===== src/hw/rtl/tanh_neuron_backprop_unit_top_defines.svh =====
// Assertion macros for the tanh neuron backprop unit.
`ifndef TANH_NEURON_BACKPROP_UNIT_TOP_DEFINES_SVH
`define TANH_NEURON_BACKPROP_UNIT_TOP_DEFINES_SVH

// Same-cycle implication, sampled on i_clk, off during reset.
`define TNB_ASSERT_IMP(label, ante, cons) \
    label: assert property (@(posedge i_clk) disable iff (!i_rst_n) (ante) |-> (cons)) \
        else $error("tnb assertion failed (same cycle)");

// Next-cycle implication, sampled on i_clk, off during reset.
`define TNB_ASSERT_NEXT(label, ante, cons) \
    label: assert property (@(posedge i_clk) disable iff (!i_rst_n) (ante) |=> (cons)) \
        else $error("tnb assertion failed (next cycle)");

`endif


===== src/hw/rtl/tnb_pkg.sv =====
// Types, constants and fixed-point helpers shared by the tanh neuron unit.
package tnb_pkg;

    localparam int DATA_W    = 16;
    localparam int FRAC_W    = 12;
    localparam int ACC_W     = 40;
    localparam int OP_W      = 3;
    localparam int IDX_W     = 6;
    localparam int KIND_W    = 2;
    localparam int CFG_W     = 15;
    localparam int MA_W      = 29;
    localparam int MB_W      = 20;
    localparam int PROD_W    = MA_W + MB_W;
    localparam int DIV_NUM_W = 32;
    localparam int DIV_DEN_W = 20;
    localparam int DERIV_W   = 19;
    localparam int MAG_W     = 14;
    localparam int X2_W      = 16;
    localparam int KSUM_W    = 18;
    localparam int ONE_Q     = 1 << FRAC_W;
    localparam int TANH_K    = 27 * ONE_Q;

    typedef logic signed [DATA_W-1:0]  t_data;
    typedef logic signed [ACC_W-1:0]   t_acc;
    typedef logic signed [MA_W-1:0]    t_mul_a;
    typedef logic signed [MB_W-1:0]    t_mul_b;
    typedef logic signed [PROD_W-1:0]  t_prod;
    typedef logic signed [DERIV_W-1:0] t_deriv;

    localparam t_data            DATA_ONE   = t_data'(ONE_Q);
    localparam t_deriv           DERIV_ONE  = t_deriv'(ONE_Q);
    localparam logic [MA_W-1:0]  TANH_LIMIT = MA_W'(3 * ONE_Q);

    localparam logic signed [63:0] D_HI = (64'sd1 <<< (DATA_W - 1)) - 64'sd1;
    localparam logic signed [63:0] D_LO = -D_HI - 64'sd1;
    localparam logic signed [63:0] A_HI = (64'sd1 <<< (ACC_W - 1)) - 64'sd1;
    localparam logic signed [63:0] A_LO = -A_HI - 64'sd1;

    typedef enum logic [OP_W-1:0] {
        OP_LOAD  = 3'd0,
        OP_FWD   = 3'd1,
        OP_OGRAD = 3'd2,
        OP_HID   = 3'd3,
        OP_UPD   = 3'd4
    } t_op;

    typedef enum logic [KIND_W-1:0] {
        KIND_ACT    = 2'd0,
        KIND_GRAD   = 2'd1,
        KIND_WEIGHT = 2'd2
    } t_kind;

    typedef enum logic {
        CFG_LEARN_RATE = 1'b0,
        CFG_MOMENTUM   = 1'b1
    } t_cfg;

    typedef enum logic [4:0] {
        ST_IDLE, ST_FWD_RD, ST_ACC, ST_RND, ST_TANH_X, ST_TANH_SQ, ST_TANH_NUM,
        ST_TANH_DIV, ST_DSQ, ST_DSET, ST_HID_M, ST_GRAD, ST_UPD_RD, ST_UPD_T,
        ST_UPD_C, ST_UPD_S, ST_UPD_W, ST_OUT
    } t_state;

    typedef struct packed {
        logic                 start;
        logic [DIV_NUM_W-1:0] num;
        logic [DIV_DEN_W-1:0] den;
    } t_div_req;

    typedef struct packed {
        logic                 done;
        logic [DIV_NUM_W-1:0] quo;
    } t_div_rsp;

    // Drop FRAC_W bits, round to nearest with ties away from zero.
    function automatic logic signed [63:0] round_q(input logic signed [63:0] v);
        logic [63:0] mag;
        logic [63:0] r;
        mag = v[63] ? (64'd0 - $unsigned(v)) : $unsigned(v);
        r   = (mag + (64'd1 << (FRAC_W - 1))) >> FRAC_W;
        return v[63] ? -$signed(r) : $signed(r);
    endfunction

    // Clamp to the data range.
    function automatic t_data sat_d(input logic signed [63:0] v);
        logic signed [63:0] c;
        c = (v > D_HI) ? D_HI : ((v < D_LO) ? D_LO : v);
        return t_data'(c);
    endfunction

endpackage


===== src/hw/rtl/tnb_in_if.sv =====
// Input channel of the tanh neuron unit: handshake and item payload.
interface tnb_in_if;
    logic                             valid;
    logic                             ready;
    logic [tnb_pkg::OP_W-1:0]         op;
    logic [tnb_pkg::IDX_W-1:0]        index;
    logic signed [tnb_pkg::DATA_W-1:0] value_a;
    logic signed [tnb_pkg::DATA_W-1:0] value_b;
    logic                             last;

    modport source (output valid, output op, output index, output value_a,
                    output value_b, output last, input ready);
    modport sink   (input valid, input op, input index, input value_a,
                    input value_b, input last, output ready);
endinterface


===== src/hw/rtl/tnb_out_if.sv =====
// Output channel of the tanh neuron unit: handshake and result payload.
interface tnb_out_if;
    logic                              valid;
    logic                              ready;
    logic [tnb_pkg::KIND_W-1:0]        kind;
    logic signed [tnb_pkg::DATA_W-1:0] result_value;
    logic signed [tnb_pkg::DATA_W-1:0] result_change;

    modport source (output valid, output kind, output result_value,
                    output result_change, input ready);
    modport sink   (input valid, input kind, input result_value,
                    input result_change, output ready);
endinterface


===== src/hw/rtl/tanh_neuron_backprop_unit_top.sv =====
// Top level of the tanh neuron backprop unit: sequencer, shared multiplier, weight store.
// One item at a time. Load, ignored, non-last forward and non-last hidden ops give no result;
// output gradient, last hidden, update and last forward (32-step divider) ops move their
// result into the output register.
// Synchronous active-low reset clears sequencer, accumulator, activation, gradient and
// registers; the weight/change memory is not cleared.
`include "tanh_neuron_backprop_unit_top_defines.svh"
module tanh_neuron_backprop_unit_top #(
    parameter int NUM_INPUTS = 64
) (
    input  logic                       i_clk,
    input  logic                       i_rst_n,
    tnb_in_if.sink                     i_in,
    tnb_out_if.source                  o_out,
    input  logic                       i_cfg_we,
    input  logic                       i_cfg_index,
    input  logic [tnb_pkg::CFG_W-1:0]  i_cfg_data
);

    localparam int ADDR_W = $clog2(NUM_INPUTS);
    localparam int DW     = tnb_pkg::DATA_W;

    tnb_pkg::t_state   r_state, n_state;
    tnb_pkg::t_div_req div_req;
    tnb_pkg::t_div_rsp div_rsp;

    // Latched item
    logic [tnb_pkg::OP_W-1:0]  r_op;
    logic [tnb_pkg::IDX_W-1:0] r_idx;
    tnb_pkg::t_data            r_a;
    logic                      r_last;
    logic                      r_ok;

    // Neuron state and registers
    tnb_pkg::t_acc             r_acc;
    tnb_pkg::t_data            r_out_val;
    tnb_pkg::t_data            r_grad;
    tnb_pkg::t_deriv           r_deriv;
    logic [tnb_pkg::CFG_W-1:0] r_lr;
    logic [tnb_pkg::CFG_W-1:0] r_mom;

    // Working registers
    tnb_pkg::t_mul_a            r_x;
    logic                       r_neg;
    logic [tnb_pkg::MAG_W-1:0]  r_mag;
    logic [tnb_pkg::X2_W-1:0]   r_x2;
    tnb_pkg::t_data             r_w;
    tnb_pkg::t_data             r_c;
    tnb_pkg::t_data             r_t;
    tnb_pkg::t_prod             r_m1;
    tnb_pkg::t_data             r_nc;
    tnb_pkg::t_prod             r_prod;

    // Pending result and output register
    logic [tnb_pkg::KIND_W-1:0] r_pk;
    tnb_pkg::t_data             r_pv;
    tnb_pkg::t_data             r_pc;
    logic                       r_ov;
    logic [tnb_pkg::KIND_W-1:0] r_okind;
    tnb_pkg::t_data             r_oval;
    tnb_pkg::t_data             r_ochg;

    // Combinational signals
    logic                       in_ready;
    logic                       in_acc;
    logic                       ok_in;
    logic                       slot_free;
    tnb_pkg::t_mul_a            mul_a;
    tnb_pkg::t_mul_b            mul_b;
    tnb_pkg::t_prod             w_prod;
    logic                       ram_we;
    logic [ADDR_W-1:0]          ram_waddr;
    logic [ADDR_W-1:0]          ram_raddr;
    logic [2*DW-1:0]            ram_wdata;
    logic [2*DW-1:0]            ram_rdata;
    tnb_pkg::t_data             rd_w;
    tnb_pkg::t_data             rd_c;
    tnb_pkg::t_acc              acc_sat;
    tnb_pkg::t_mul_a            rnd_x;
    logic [tnb_pkg::MA_W-1:0]   x_mag;
    logic                       x_big;
    logic [tnb_pkg::X2_W-1:0]   sq_x2;
    logic [tnb_pkg::KSUM_W-1:0] k_sum;
    logic [tnb_pkg::DIV_DEN_W-1:0] tanh_den;
    tnb_pkg::t_data             tanh_val;
    tnb_pkg::t_deriv            n_deriv;
    tnb_pkg::t_data             prod_rs;
    tnb_pkg::t_data             nc_sat;
    tnb_pkg::t_data             upd_w;
    logic signed [63:0]         acc_s64;
    logic signed [63:0]         q64;

    assign in_acc    = i_in.valid & in_ready;
    assign ok_in     = ({26'd0, i_in.index} < 32'(NUM_INPUTS));
    assign slot_free = !r_ov || o_out.ready;
    assign rd_w      = r_ok ? tnb_pkg::t_data'(ram_rdata[2*DW-1:DW]) : '0;
    assign rd_c      = r_ok ? tnb_pkg::t_data'(ram_rdata[DW-1:0]) : '0;

    // Weight and change store, one word per connection.
    tnb_ram #(
        .WIDTH (2 * DW),
        .DEPTH (NUM_INPUTS)
    ) u_store (
        .i_clk   (i_clk),
        .i_we    (ram_we),
        .i_waddr (ram_waddr),
        .i_wdata (ram_wdata),
        .i_raddr (ram_raddr),
        .o_rdata (ram_rdata)
    );

    tnb_div u_div (
        .i_clk   (i_clk),
        .i_rst_n (i_rst_n),
        .i_req   (div_req),
        .o_rsp   (div_rsp)
    );

    // Shared multiplier, product registered every cycle.
    assign w_prod = tnb_pkg::t_prod'(mul_a) * tnb_pkg::t_prod'(mul_b);

    // Datapath arithmetic around the multiplier.
    always_comb begin
        acc_s64  = 64'(r_acc) + 64'(r_prod);
        acc_sat  = tnb_pkg::t_acc'((acc_s64 > tnb_pkg::A_HI) ? tnb_pkg::A_HI :
                   ((acc_s64 < tnb_pkg::A_LO) ? tnb_pkg::A_LO : acc_s64));
        rnd_x    = tnb_pkg::t_mul_a'(tnb_pkg::round_q(64'(r_acc)));
        x_mag    = r_x[tnb_pkg::MA_W-1] ? $unsigned(-r_x) : $unsigned(r_x);
        x_big    = (x_mag >= tnb_pkg::TANH_LIMIT);
        sq_x2    = r_prod[tnb_pkg::FRAC_W +: tnb_pkg::X2_W];
        k_sum    = tnb_pkg::KSUM_W'(tnb_pkg::TANH_K) + tnb_pkg::KSUM_W'(sq_x2);
        tanh_den = tnb_pkg::DIV_DEN_W'(tnb_pkg::TANH_K) + tnb_pkg::DIV_DEN_W'(r_x2)
                 + tnb_pkg::DIV_DEN_W'({r_x2, 3'b000});
        q64      = $signed(64'(div_rsp.quo));
        tanh_val = tnb_pkg::sat_d(r_neg ? -q64 : q64);
        n_deriv  = tnb_pkg::t_deriv'(64'(tnb_pkg::ONE_Q)
                 - (64'(r_prod) >>> tnb_pkg::FRAC_W));
        prod_rs  = tnb_pkg::sat_d(tnb_pkg::round_q(64'(r_prod)));
        nc_sat   = tnb_pkg::sat_d(tnb_pkg::round_q(64'(r_m1) + 64'(r_prod)));
        upd_w    = tnb_pkg::sat_d(64'(r_w) + 64'(r_nc));
    end

    // Next state.
    always_comb begin
        n_state = r_state;
        unique case (r_state)
            tnb_pkg::ST_IDLE: begin
                if (in_acc) begin
                    unique case (tnb_pkg::t_op'(i_in.op))
                        tnb_pkg::OP_FWD:   n_state = tnb_pkg::ST_FWD_RD;
                        tnb_pkg::OP_OGRAD: n_state = tnb_pkg::ST_GRAD;
                        tnb_pkg::OP_HID:   n_state = tnb_pkg::ST_ACC;
                        tnb_pkg::OP_UPD:   n_state = tnb_pkg::ST_UPD_RD;
                        default:           n_state = tnb_pkg::ST_IDLE;
                    endcase
                end
            end
            tnb_pkg::ST_FWD_RD:   n_state = tnb_pkg::ST_ACC;
            tnb_pkg::ST_ACC:      n_state = r_last ? tnb_pkg::ST_RND : tnb_pkg::ST_IDLE;
            tnb_pkg::ST_RND: begin
                n_state = (r_op == tnb_pkg::OP_FWD) ? tnb_pkg::ST_TANH_X : tnb_pkg::ST_HID_M;
            end
            tnb_pkg::ST_TANH_X:   n_state = x_big ? tnb_pkg::ST_DSQ : tnb_pkg::ST_TANH_SQ;
            tnb_pkg::ST_TANH_SQ:  n_state = tnb_pkg::ST_TANH_NUM;
            tnb_pkg::ST_TANH_NUM: n_state = tnb_pkg::ST_TANH_DIV;
            tnb_pkg::ST_TANH_DIV: n_state = div_rsp.done ? tnb_pkg::ST_DSQ : tnb_pkg::ST_TANH_DIV;
            tnb_pkg::ST_DSQ:      n_state = tnb_pkg::ST_DSET;
            tnb_pkg::ST_DSET:     n_state = tnb_pkg::ST_OUT;
            tnb_pkg::ST_HID_M:    n_state = tnb_pkg::ST_GRAD;
            tnb_pkg::ST_GRAD:     n_state = tnb_pkg::ST_OUT;
            tnb_pkg::ST_UPD_RD:   n_state = tnb_pkg::ST_UPD_T;
            tnb_pkg::ST_UPD_T:    n_state = tnb_pkg::ST_UPD_C;
            tnb_pkg::ST_UPD_C:    n_state = tnb_pkg::ST_UPD_S;
            tnb_pkg::ST_UPD_S:    n_state = tnb_pkg::ST_UPD_W;
            tnb_pkg::ST_UPD_W:    n_state = tnb_pkg::ST_OUT;
            tnb_pkg::ST_OUT:      n_state = slot_free ? tnb_pkg::ST_IDLE : tnb_pkg::ST_OUT;
            default:              n_state = tnb_pkg::ST_IDLE;
        endcase
    end

    // Sequencer outputs: handshake, store access, multiplier operands, divider start.
    always_comb begin
        in_ready      = 1'b0;
        ram_we        = 1'b0;
        ram_waddr     = ADDR_W'(i_in.index);
        ram_wdata     = {i_in.value_a, i_in.value_b};
        ram_raddr     = ADDR_W'(i_in.index);
        mul_a         = '0;
        mul_b         = '0;
        div_req.start = 1'b0;
        div_req.num   = r_prod[tnb_pkg::DIV_NUM_W-1:0];
        div_req.den   = tanh_den;
        unique case (r_state)
            tnb_pkg::ST_IDLE: begin
                in_ready = 1'b1;
                ram_we   = in_acc && ok_in && (i_in.op == tnb_pkg::OP_LOAD);
                if (i_in.op == tnb_pkg::OP_HID) begin
                    mul_a = tnb_pkg::t_mul_a'(i_in.value_a);
                    mul_b = tnb_pkg::t_mul_b'(i_in.value_b);
                end else begin
                    mul_a = tnb_pkg::t_mul_a'(64'(i_in.value_a) - 64'(r_out_val));
                    mul_b = tnb_pkg::t_mul_b'(r_deriv);
                end
            end
            tnb_pkg::ST_FWD_RD: begin
                mul_a = tnb_pkg::t_mul_a'(r_a);
                mul_b = tnb_pkg::t_mul_b'(rd_w);
            end
            tnb_pkg::ST_TANH_X: begin
                mul_a = tnb_pkg::t_mul_a'({1'b0, x_mag[tnb_pkg::MAG_W-1:0]});
                mul_b = tnb_pkg::t_mul_b'({1'b0, x_mag[tnb_pkg::MAG_W-1:0]});
            end
            tnb_pkg::ST_TANH_SQ: begin
                mul_a = tnb_pkg::t_mul_a'({1'b0, r_mag});
                mul_b = tnb_pkg::t_mul_b'({1'b0, k_sum});
            end
            tnb_pkg::ST_TANH_NUM: div_req.start = 1'b1;
            tnb_pkg::ST_DSQ: begin
                mul_a = tnb_pkg::t_mul_a'(r_out_val);
                mul_b = tnb_pkg::t_mul_b'(r_out_val);
            end
            tnb_pkg::ST_HID_M: begin
                mul_a = r_x;
                mul_b = tnb_pkg::t_mul_b'(r_deriv);
            end
            tnb_pkg::ST_UPD_RD: begin
                mul_a = tnb_pkg::t_mul_a'(r_a);
                mul_b = tnb_pkg::t_mul_b'(r_grad);
            end
            tnb_pkg::ST_UPD_T: begin
                mul_a = tnb_pkg::t_mul_a'(r_c);
                mul_b = tnb_pkg::t_mul_b'({1'b0, r_mom});
            end
            tnb_pkg::ST_UPD_C: begin
                mul_a = tnb_pkg::t_mul_a'(r_t);
                mul_b = tnb_pkg::t_mul_b'({1'b0, r_lr});
            end
            tnb_pkg::ST_UPD_W: begin
                ram_we    = r_ok;
                ram_waddr = ADDR_W'(r_idx);
                ram_wdata = {upd_w, r_nc};
            end
            default: begin
            end
        endcase
    end

    // Control state, neuron state and configuration registers.
    always_ff @(posedge i_clk) begin
        if (!i_rst_n) begin
            r_state   <= tnb_pkg::ST_IDLE;
            r_acc     <= '0;
            r_out_val <= '0;
            r_grad    <= '0;
            r_deriv   <= tnb_pkg::DERIV_ONE;
            r_lr      <= tnb_pkg::CFG_W'(614);
            r_mom     <= tnb_pkg::CFG_W'(2048);
            r_ov      <= 1'b0;
        end else begin
            r_state <= n_state;
            unique case (r_state)
                tnb_pkg::ST_ACC:  r_acc <= acc_sat;
                tnb_pkg::ST_RND:  r_acc <= '0;
                tnb_pkg::ST_TANH_X: begin
                    if (x_big) begin
                        r_out_val <= r_x[tnb_pkg::MA_W-1] ? -tnb_pkg::DATA_ONE
                                                          : tnb_pkg::DATA_ONE;
                    end
                end
                tnb_pkg::ST_TANH_DIV: begin
                    if (div_rsp.done) begin
                        r_out_val <= tanh_val;
                    end
                end
                tnb_pkg::ST_DSET: r_deriv <= n_deriv;
                tnb_pkg::ST_GRAD: r_grad  <= prod_rs;
                default: begin
                end
            endcase
            // Load the output register, drop it once taken.
            if (r_state == tnb_pkg::ST_OUT && slot_free) begin
                r_ov <= 1'b1;
            end else if (o_out.ready) begin
                r_ov <= 1'b0;
            end
            if (i_cfg_we) begin
                unique case (tnb_pkg::t_cfg'(i_cfg_index))
                    tnb_pkg::CFG_LEARN_RATE: r_lr  <= i_cfg_data;
                    tnb_pkg::CFG_MOMENTUM:   r_mom <= i_cfg_data;
                    default: begin
                    end
                endcase
            end
        end
    end

    // Payload and working registers.
    always_ff @(posedge i_clk) begin
        r_prod <= w_prod;
        unique case (r_state)
            tnb_pkg::ST_IDLE: begin
                if (in_acc) begin
                    r_op   <= i_in.op;
                    r_idx  <= i_in.index;
                    r_a    <= i_in.value_a;
                    r_last <= i_in.last;
                    r_ok   <= ok_in;
                end
            end
            tnb_pkg::ST_RND:     r_x <= rnd_x;
            tnb_pkg::ST_TANH_X: begin
                r_neg <= r_x[tnb_pkg::MA_W-1];
                r_mag <= x_mag[tnb_pkg::MAG_W-1:0];
            end
            tnb_pkg::ST_TANH_SQ: r_x2 <= sq_x2;
            tnb_pkg::ST_DSET: begin
                r_pk <= tnb_pkg::KIND_ACT;
                r_pv <= r_out_val;
                r_pc <= '0;
            end
            tnb_pkg::ST_GRAD: begin
                r_pk <= tnb_pkg::KIND_GRAD;
                r_pv <= prod_rs;
                r_pc <= '0;
            end
            tnb_pkg::ST_UPD_RD: begin
                r_w <= rd_w;
                r_c <= rd_c;
            end
            tnb_pkg::ST_UPD_T:   r_t  <= prod_rs;
            tnb_pkg::ST_UPD_C:   r_m1 <= r_prod;
            tnb_pkg::ST_UPD_S:   r_nc <= nc_sat;
            tnb_pkg::ST_UPD_W: begin
                r_pk <= tnb_pkg::KIND_WEIGHT;
                r_pv <= upd_w;
                r_pc <= r_nc;
            end
            default: begin
            end
        endcase
        if (r_state == tnb_pkg::ST_OUT && slot_free) begin
            r_okind <= r_pk;
            r_oval  <= r_pv;
            r_ochg  <= r_pc;
        end
    end

    assign i_in.ready          = in_ready;
    assign o_out.valid         = r_ov;
    assign o_out.kind          = r_okind;
    assign o_out.result_value  = r_oval;
    assign o_out.result_change = r_ochg;

    // Store writes come only from a load transaction or the update write-back.
    `TNB_ASSERT_IMP(a_store_write_src, ram_we,
        (r_state == tnb_pkg::ST_UPD_W) || (r_state == tnb_pkg::ST_IDLE && in_acc))
    // A finished sum always leaves the accumulator cleared.
    `TNB_ASSERT_NEXT(a_acc_cleared, r_state == tnb_pkg::ST_RND, r_acc == '0)
    // The divider reports only while the sequencer waits for it.
    `TNB_ASSERT_IMP(a_div_done_wait, div_rsp.done, r_state == tnb_pkg::ST_TANH_DIV)
    // The derivative term never exceeds one.
    `TNB_ASSERT_IMP(a_deriv_max, r_state == tnb_pkg::ST_OUT, r_deriv <= tnb_pkg::DERIV_ONE)

endmodule


===== src/hw/rtl/tnb_ram.sv =====
// Generic simple dual-port RAM with registered read.
module tnb_ram #(
    parameter int WIDTH = 32,
    parameter int DEPTH = 64
) (
    input  logic                     i_clk,
    input  logic                     i_we,
    input  logic [$clog2(DEPTH)-1:0] i_waddr,
    input  logic [WIDTH-1:0]         i_wdata,
    input  logic [$clog2(DEPTH)-1:0] i_raddr,
    output logic [WIDTH-1:0]         o_rdata
);

    logic [WIDTH-1:0] r_mem [DEPTH];
    logic [WIDTH-1:0] r_rdata;

    // Write one entry and read one entry; the read data is registered.
    always_ff @(posedge i_clk) begin
        if (i_we) begin
            r_mem[i_waddr] <= i_wdata;
        end
        r_rdata <= r_mem[i_raddr];
    end

    assign o_rdata = r_rdata;

endmodule


===== src/hw/rtl/tnb_div.sv =====
// Restoring divider for the tanh quotient, one quotient bit per cycle.
module tnb_div (
    input  logic              i_clk,
    input  logic              i_rst_n,
    input  tnb_pkg::t_div_req i_req,
    output tnb_pkg::t_div_rsp o_rsp
);

    localparam int N_W   = tnb_pkg::DIV_NUM_W;
    localparam int D_W   = tnb_pkg::DIV_DEN_W;
    localparam int CNT_W = $clog2(N_W);

    logic             r_busy;
    logic             r_done;
    logic [CNT_W-1:0] r_cnt;
    logic [N_W-1:0]   r_q;
    logic [D_W-1:0]   r_rem;
    logic [D_W-1:0]   r_den;
    logic [D_W:0]     trial;
    logic             fits;
    logic [D_W-1:0]   n_rem;

    // Shift in one dividend bit and try the subtract.
    always_comb begin
        trial = {r_rem, r_q[N_W-1]};
        fits  = (trial >= {1'b0, r_den});
        n_rem = fits ? D_W'(trial - {1'b0, r_den}) : trial[D_W-1:0];
    end

    // Step counter and done pulse.
    always_ff @(posedge i_clk) begin
        if (!i_rst_n) begin
            r_busy <= 1'b0;
            r_done <= 1'b0;
            r_cnt  <= '0;
        end else if (i_req.start) begin
            r_busy <= 1'b1;
            r_done <= 1'b0;
            r_cnt  <= '0;
        end else if (r_busy) begin
            r_cnt <= r_cnt + CNT_W'(1);
            if (r_cnt == CNT_W'(N_W - 1)) begin
                r_busy <= 1'b0;
                r_done <= 1'b1;
            end
        end else begin
            r_done <= 1'b0;
        end
    end

    // Remainder and quotient shift register.
    always_ff @(posedge i_clk) begin
        if (i_req.start) begin
            r_q   <= i_req.num;
            r_rem <= '0;
            r_den <= i_req.den;
        end else if (r_busy) begin
            r_q   <= {r_q[N_W-2:0], fits};
            r_rem <= n_rem;
        end
    end

    assign o_rsp.done = r_done;
    assign o_rsp.quo  = r_q;

endmodule

===== src/flat_wrapper.sv =====
// flat-port wrapper written by rule: the top's interface ports become plain ports
module tanh_neuron_backprop_unit_top_flat 
#(
    parameter int NUM_INPUTS = 64
)
  (i_clk, i_rst_n, i_cfg_we, i_cfg_index, i_cfg_data, i_in_valid, i_in_op, i_in_index, i_in_value_a, i_in_value_b, i_in_last, i_in_ready, o_out_valid, o_out_kind, o_out_result_value, o_out_result_change, o_out_ready);
  tnb_in_if i_in_i ();
  tnb_out_if o_out_i ();
  input  logic i_clk;
  input  logic i_rst_n;
  input  logic i_cfg_we;
  input  logic i_cfg_index;
  input  logic [tnb_pkg::CFG_W-1:0] i_cfg_data;
  input wire logic [$bits(i_in_i.valid)-1:0] i_in_valid;
  input wire logic [$bits(i_in_i.op)-1:0] i_in_op;
  input wire logic [$bits(i_in_i.index)-1:0] i_in_index;
  input wire logic [$bits(i_in_i.value_a)-1:0] i_in_value_a;
  input wire logic [$bits(i_in_i.value_b)-1:0] i_in_value_b;
  input wire logic [$bits(i_in_i.last)-1:0] i_in_last;
  output wire logic [$bits(i_in_i.ready)-1:0] i_in_ready;
  output wire logic [$bits(o_out_i.valid)-1:0] o_out_valid;
  output wire logic [$bits(o_out_i.kind)-1:0] o_out_kind;
  output wire logic [$bits(o_out_i.result_value)-1:0] o_out_result_value;
  output wire logic [$bits(o_out_i.result_change)-1:0] o_out_result_change;
  input wire logic [$bits(o_out_i.ready)-1:0] o_out_ready;
  assign i_in_i.valid = i_in_valid;
  assign i_in_i.op = i_in_op;
  assign i_in_i.index = i_in_index;
  assign i_in_i.value_a = i_in_value_a;
  assign i_in_i.value_b = i_in_value_b;
  assign i_in_i.last = i_in_last;
  assign i_in_ready = i_in_i.ready;
  assign o_out_valid = o_out_i.valid;
  assign o_out_kind = o_out_i.kind;
  assign o_out_result_value = o_out_i.result_value;
  assign o_out_result_change = o_out_i.result_change;
  assign o_out_i.ready = o_out_ready;
  tanh_neuron_backprop_unit_top #(.NUM_INPUTS(NUM_INPUTS)) u_core (.i_clk(i_clk), .i_rst_n(i_rst_n), .i_in(i_in_i), .o_out(o_out_i), .i_cfg_we(i_cfg_we), .i_cfg_index(i_cfg_index), .i_cfg_data(i_cfg_data));
endmodule

===== config.mk =====
export PLATFORM = sky130hd
export DESIGN_NAME = tanh_neuron_backprop_unit_top_flat
export DESIGN_NICKNAME = d
export VERILOG_FILES = /design/src/hw/rtl/tnb_pkg.sv /design/src/hw/rtl/tnb_in_if.sv /design/src/hw/rtl/tnb_out_if.sv /design/src/hw/rtl/tanh_neuron_backprop_unit_top.sv /design/src/hw/rtl/tnb_ram.sv /design/src/hw/rtl/tnb_div.sv /design/src/flat_wrapper.sv
export VERILOG_INCLUDE_DIRS = /design/src /design/src/hw/rtl
export SDC_FILE = /design/constraint.sdc
export NUM_CORES = 2
export LEC_CHECK = 0
export BUFFER_PORTS_ARGS = -buffer_cell sky130_fd_sc_hd__buf_4
export CAP_MARGIN = 30
export CORE_AREA = 4 4 559 561
export CTS_CLUSTER_SIZE = 12
export DETAILED_ROUTE_END_ITERATION = 16
export DIE_AREA = 0 0 563 565
export SYNTH_ARGS = -nofsm -noshare
export SYNTH_HDL_FRONTEND = slang
export SYNTH_SLANG_ARGS = --single-unit

===== constraint.sdc =====
create_clock -name i_clk -period 20.2 [get_ports i_clk]
set_clock_uncertainty 0.15 [all_clocks]
set_input_delay 4.04 -clock i_clk [delete_from_list [all_inputs] [get_ports i_clk]]
set_output_delay 4.04 -clock i_clk [all_outputs]
set_load 0.01 [all_outputs]

# Word-level counts from Yosys, hierarchy flattened
# Memory sizes are Yosys's and may differ from the RTL's. A register that Yosys moved wholly into a read port is not among the register bits.
# Cells that the tools add are included.
# classes
n_addsub	21
mul	1
magnitude_cmp	12
n_eq_ne	26
muxes	52
n_bitwise	4
n_reduce_logical	21
# op_table
op	n
2-to-1 mux 64 bit	5
one-hot mux 29 bit (8 select lines)	1
greater-than comparator 64 x 16 -> 1 bit (second input constant)	3
< comparator 64 x 16 -> 1 bit (second input constant)	3
one-hot mux 20 bit (9 select lines)	1
2-to-1 mux 16 bit	10
adder 64 x 12 -> 64 bit (second input constant)	2
negator 52 -> 64 bit	2
2-to-1 mux 32 bit	3
2-to-1 mux 29 bit	3
2-to-1 mux 40 bit	2
one-hot mux 40 bit (2 select lines)	1
one-hot mux 5 bit (16 select lines)	1
negator 32 -> 64 bit	1
one-hot mux 16 bit (2 select lines)	2
subtractor 1 x 64 -> 64 bit (first input constant)	1
negator 29 bit	2
adder 40 x 49 -> 50 bit	1
adder 49 x 49 -> 50 bit	1
greater-than comparator 50 x 40 -> 1 bit (second input constant)	1
< comparator 50 x 40 -> 1 bit (second input constant)	1
subtractor 1 x 49 -> 50 bit (first input constant)	1
multiplier 29 x 20 -> 49 bit	1
one-hot mux 16 bit (3 select lines)	1
46 further kinds	87
# word_totals
regBits	522
ramBits	2048
out_inout_bits	36
memories	1
# memory_table
memory	words	width	read_ports	rd_clocked_by_memory_dff	write_ports	line	text
u_core.u_store.r_mem	64	32	1	1	1	tnb_ram.sv:14	logic [WIDTH-1:0] r_mem [DEPTH];

# Logic depth before layout (Yosys ltp)
# logic_depth
ltp_word	9
mapped_depth	55
mapped_depth_nobuf	53

# Cells and area by module
# A second synthesis with hierarchy kept.
# unflattened
hier_cells	10455
hier_area_um2	139684.0
# by_module_without_submodules
mod	instances	cells_per_inst	area_each_um2	seq_area_each_um2
tnb_ram	1	3324	78512.8	62139.6
tanh_neuron_backprop_unit_top	1	6755	56905.8	11541.1
tnb_div	1	376	4265.3	2102.0

# Least setup slack after synthesis
# Ideal clock, no wire load.
# synth_path
path_kind	input to register
from	input i_in_value_a[0]
to	register u_core.r_prod[45]
setup_time_ns	0.119
t_arrival_ns	14.661
slack_ns	5.269
path_stages	53
cell_sequence	inv_1 > ha_1 > fa_1 > inv_1 > a21oi_1 > o21bai_1 > and2_1 > o21ai_0 > nand2b_1 > and2_1 > o21ai_0 > nand2b_1 > a21o_1 > a21o_1 > a21o_1 > a21o_1 > a21o_1 > a21o_1 > [... 17 more ...] > fa_1 > inv_1 > fa_1 > inv_1 > ha_1 > nand3_1 > a2111oi_0 > nor2_1 > a211oi_1 > a41o_1 > o21ai_0 > a21oi_1 > a211oi_1 > a211o_1 > nor3_1 > or3_1 > a21oi_1 > xnor2_1
# synth_via
elab_chain_cells	4
# synth_lines
element	line	text
from (decl)	flat_wrapper.sv:17	input wire logic [$bits(i_in_i.value_a)-1:0] i_in_value_a;
subtractor 16 x 16 -> 17 bit	tanh_neuron_backprop_unit_top.sv:201	mul_a = tnb_pkg::t_mul_a'(64'(i_in.value_a) - 64'(r_out_val));
2-to-1 mux 29 bit *	tanh_neuron_backprop_unit_top.sv:197	if (i_in.op == tnb_pkg::OP_HID) begin
one-hot mux 29 bit (8 select lines) *	tanh_neuron_backprop_unit_top.sv:193	unique case (r_state)
multiplier 29 x 20 -> 49 bit *	tanh_neuron_backprop_unit_top.sv:120	assign w_prod = tnb_pkg::t_prod'(mul_a) * tnb_pkg::t_prod'(mul_b);
via u_core.w_prod[45]	tanh_neuron_backprop_unit_top.sv:70	tnb_pkg::t_prod w_prod;
to (signal assigned)	tanh_neuron_backprop_unit_top.sv:299	r_prod <= w_prod;
to (decl)	tanh_neuron_backprop_unit_top.sv:52	tnb_pkg::t_prod r_prod;
# Mark *: on every way through the listed nets, which the timed path passes. The rest lies on a longest branch.
# A chain may end at the register's enable or synchronous reset.

# Worst setup path after layout
# Same ends and word-level chain as after synthesis.

==> results_dict.tcl <==
set metrics [dict create \
    cts_tree "yes" \
    synth-edff-count 2367 \
    critPathBufInv 8 \
    seqPwrFrac_pct 31.4 \
    switchingPower_mw 7.740 \
    intPower_mw 11.99 \
    finalPower_mw 19.73 \
    slowest_delay_ps 700 \
    status "complete, but fails checks" \
    placed_area_sq_mm 0.1451 \
    r2r_slack_ps 7050 \
    clock_power_share_pct 24.9 \
    top_layer_used "met5" \
    area_delta_synth_final_pct 11.64 \
    viasPerCell 5.996 \
    drtAntennaViolNets 0 \
    crit_arrival_ps 16520 \
    fin_crit_sh_pct 78.86 \
    cts_setup_buffers 0 \
    max_cap_violations 0 \
    slowest_stage "a21o_1" \
    worst_pin_slew_ps 1204 \
    crit_fanout 26 \
    start_util_pct 44.85 \
    first_iter_violations 9724 \
    layout_commonest_cell "edfxtp_1" \
    finalCriticalPeriod_ps 15930 \
    path_delay_family "compound AO/OA/AOI/OAI gates" \
    grt-ovfl-total 0 \
    tns_ps 0 \
    drc 1 \
    report.final.hold_viol_count 0 \
    antenna_found_initial 34 \
    core_area_sq_mm 0.3078 \
    multi_input_area_sq_mm 0.05783 \
    synth.avg_cell_area_sq_um 13.83 \
    cts_buffers 285 \
    final_cell_mix "2367 x edfxtp_1, 903 x inv_1, 865 x nand2_1" \
    die-area_sq_mm 0.3181 \
    n_fill_cell 26290 \
    worstReg2RegEnd "u_core.r_prod[45]" \
    cp_num_cells 52 \
    yosysUniqueCellTypes 136 \
    clock_latency_ps 900 \
    io_pins 99 \
    setup_ws_ps 4270 \
    violations "design-rule violations" \
    seq_area_sq_mm 0.07579 \
    synth_cells 9985 \
    wl_per_cell_um 28.72 \
    routed_wl_mm 417.0 \
    p_leak_nw 55.35 \
    synth_ff_type "edfxtp_1" \
    critPathCaptureType "register" \
    grt_util_all_layers_pct 25.91 \
    powerDensity_mw_per_mm2 128.0 \
    ys_ff_latch 2602 \
    crit_type "input port to register" \
    stdcell_area_sq_mm 0.1541 \
    ctsHoldBuffers 0 \
    dp_worst_setup_slack_ps 3547 \
    drv_slew 0 \
    nets 11140 \
    yosysWarnings 0 \
    cts-root-buf "clkbuf_16" \
    crit_path_start "i_in_value_a[0]" \
    cts_resized 0 \
    switching_share_pct 39.22 \
    ir_drop_mv 0.1024 \
    met2_wirelength_mm 198.7 \
    clock-sinks 2602 \
    clockBufferDepth 4 \
    clk_pin_slew_ps 60 \
    synth_area_sq_mm 0.1381 \
    grt_pass1_wl_mm 604.7 \
    met3_length_mm 29.86 \
    endpoint "u_core.r_prod[45]" \
    h-tree-depth 5 \
    gp_congestion 0.9679 \
    rsz0062_at_grt "no" \
    wl_met1_mm 164.7 \
    rows 204 \
    die_x_um 563 \
    grt_max_degree 90 \
    final_cells 14520 \
    start_kind "input port" \
    vias 87060 \
    io_buffers 98 \
    hold_path_class "register to register" \
    syn-num-nets 10940 \
    place_inst 14000 \
    reg2reg_depth 50 \
    async_flop_share_pct 0 \
    worstPathRequired_ps 20790 \
    power_frac_comb_pct 43.7 \
    die_h_um 565 \
    r2r-start "u_core.r_out_val[0]" \
    setup_violations 0 \
    dp_hpwl_mm 278.9 \
    layout-drive-gt1-share_pct 16.41 \
    grt_pass1_vias 86720 \
    ys_seq_area_share_pct 54.89 \
    slew_headroom_pct 18.98 \
    max_freq_ghz 0.06278 \
    first_pass_iters 13 \
]
-- power by group through the flow --
| stage | Sequential [mW] | Combinational, mW | Clock (mW) |
|---|---|---|---|
| 2_1_floorplan | 6.28 | 6.01 | 0 |
| 3_3_place_gp | 6.30 | 8.42 | 0 |
| 3_5_place_dp | 6.30 | 8.53 | 0 |
| 4_1_cts | 6.19 | 8.59 | 5.00 |
| 5_1_grt | 6.19 | 9.49 | 5.23 |
| 6_report | 6.19 | 8.63 | 4.91 |
-- worst min path at each step --
stage                                          to  slack (ps)  cells after the start                  startpoint
global route        u_core.o_out.result_change[5]         210                      0              u_core.r_pc[5]
CTS                 u_core.o_out.result_change[5]         200                      0              u_core.r_pc[5]
floorplan                           u_core.r_c[0]         240                      0   u_core.u_store.o_rdata[0]
global placement                    u_core.r_c[7]         240                      0   u_core.u_store.o_rdata[7]
detailed placement                 u_core.r_c[15]         250                      0  u_core.u_store.o_rdata[15]
finish              u_core.o_out.result_change[5]         230                      0              u_core.r_pc[5]
-- sequential cells by signal, summed over array words and instances (netlist names), 19 cells and up --
register / flops
u_core.u_div.r_rem: 20
u_core.r_prod: 49
u_core.r_acc: 40
u_core.u_div.r_q: 32
u_core.r_deriv: 19
u_core.r_x: 29
u_core.r_m1: 49
u_core.u_div.r_den: 20
u_core.u_store.o_rdata: 32
u_core.u_store.r_mem: 2048
-- routing by layer --
metal / track usage, % / vias to the layer above
li1: - / 37370
met1: 34.66 / 45230
met2: 41.83 / 3615
met5: 0 / -
met4: 12.50 / 6
met3: 3.838 / 835
-- layout make-up --
cell class / instances / area share [%]
diodes: 14 / 0.02273
clock buffers: 388 / 5.067
clock inverters: 102 / 0.5504
inverters: 906 / 2.207
multi-input cells: 6002 / 37.52
flip-flops and latches: 2602 / 49.17
well taps: 4120 / 3.345
repair buffers: 387 / 2.117
-- stage by stage --
step,utilization [%],hold WS [ps]
4_1_cts,49.96,199.7
2_1_floorplan,-,235.5
3_5_place_dp,47.15,245.9
5_1_grt,50.06,207.9
3_3_place_gp,47.06,240.5
6_report,50.07,229.2
-- cell usage after synthesis (53+ instances only) --
library cell,count,share of area (%)
edfxtp_1,2367,51
inv_1,903,2.5
nand2_1,879,2.4
nor2_1,700,1.9
mux4_2,662,11
fa_1,589,8.5
clkbuf_1,368,1.0
a21oi_1,337,1.2
ha_1,305,2.8
xnor2_1,292,1.9
o21ai_0,276,1.0
dfxtp_1,235,3.4
xor2_1,163,1.0
nand3_1,150,0.54
a21o_1,131,0.71
nor3_1,114,0.41
nand4_1,76,0.34
buf_1,75,0.20
and2_1,69,0.31
nand2b_1,69,0.31
o31ai_1,60,0.33
nor2b_1,59,0.27
a22oi_1,56,0.30
a31oi_1,56,0.25
or3_1,56,0.25
nor4_1,54,0.24
mux2i_1,53,0.38
-- cell families (layout without fill, tap and decap cells) --
logic type	after synthesis	after routing	share of synthesized area, %
AOI/OAI and AO/OA	1446	1446	7.232
xor gates and xnor gates	460	460	2.950
adders and majority gates	894	894	11.31
buffers and inverters	1381	1783	3.806
DFF	2602	2602	54.89
muxes	735	735	11.35
other	0	14	0
and+or+nand+nor	2467	2467	8.464
-- worst reg2reg max path: cells and delay by family (launching register included) --
family / cells / cell delay [ps]
buffers and inverters: 6 / 320
AO/OA/AOI/OAI: 24 / 5950
flip-flops: 1 / 580
adder cells (fa/ha/maj): 10 / 4470
AND/OR/NAND/NOR: 9 / 1460
XOR/XNOR: 1 / 130
(Power assumes the default switching activity.)
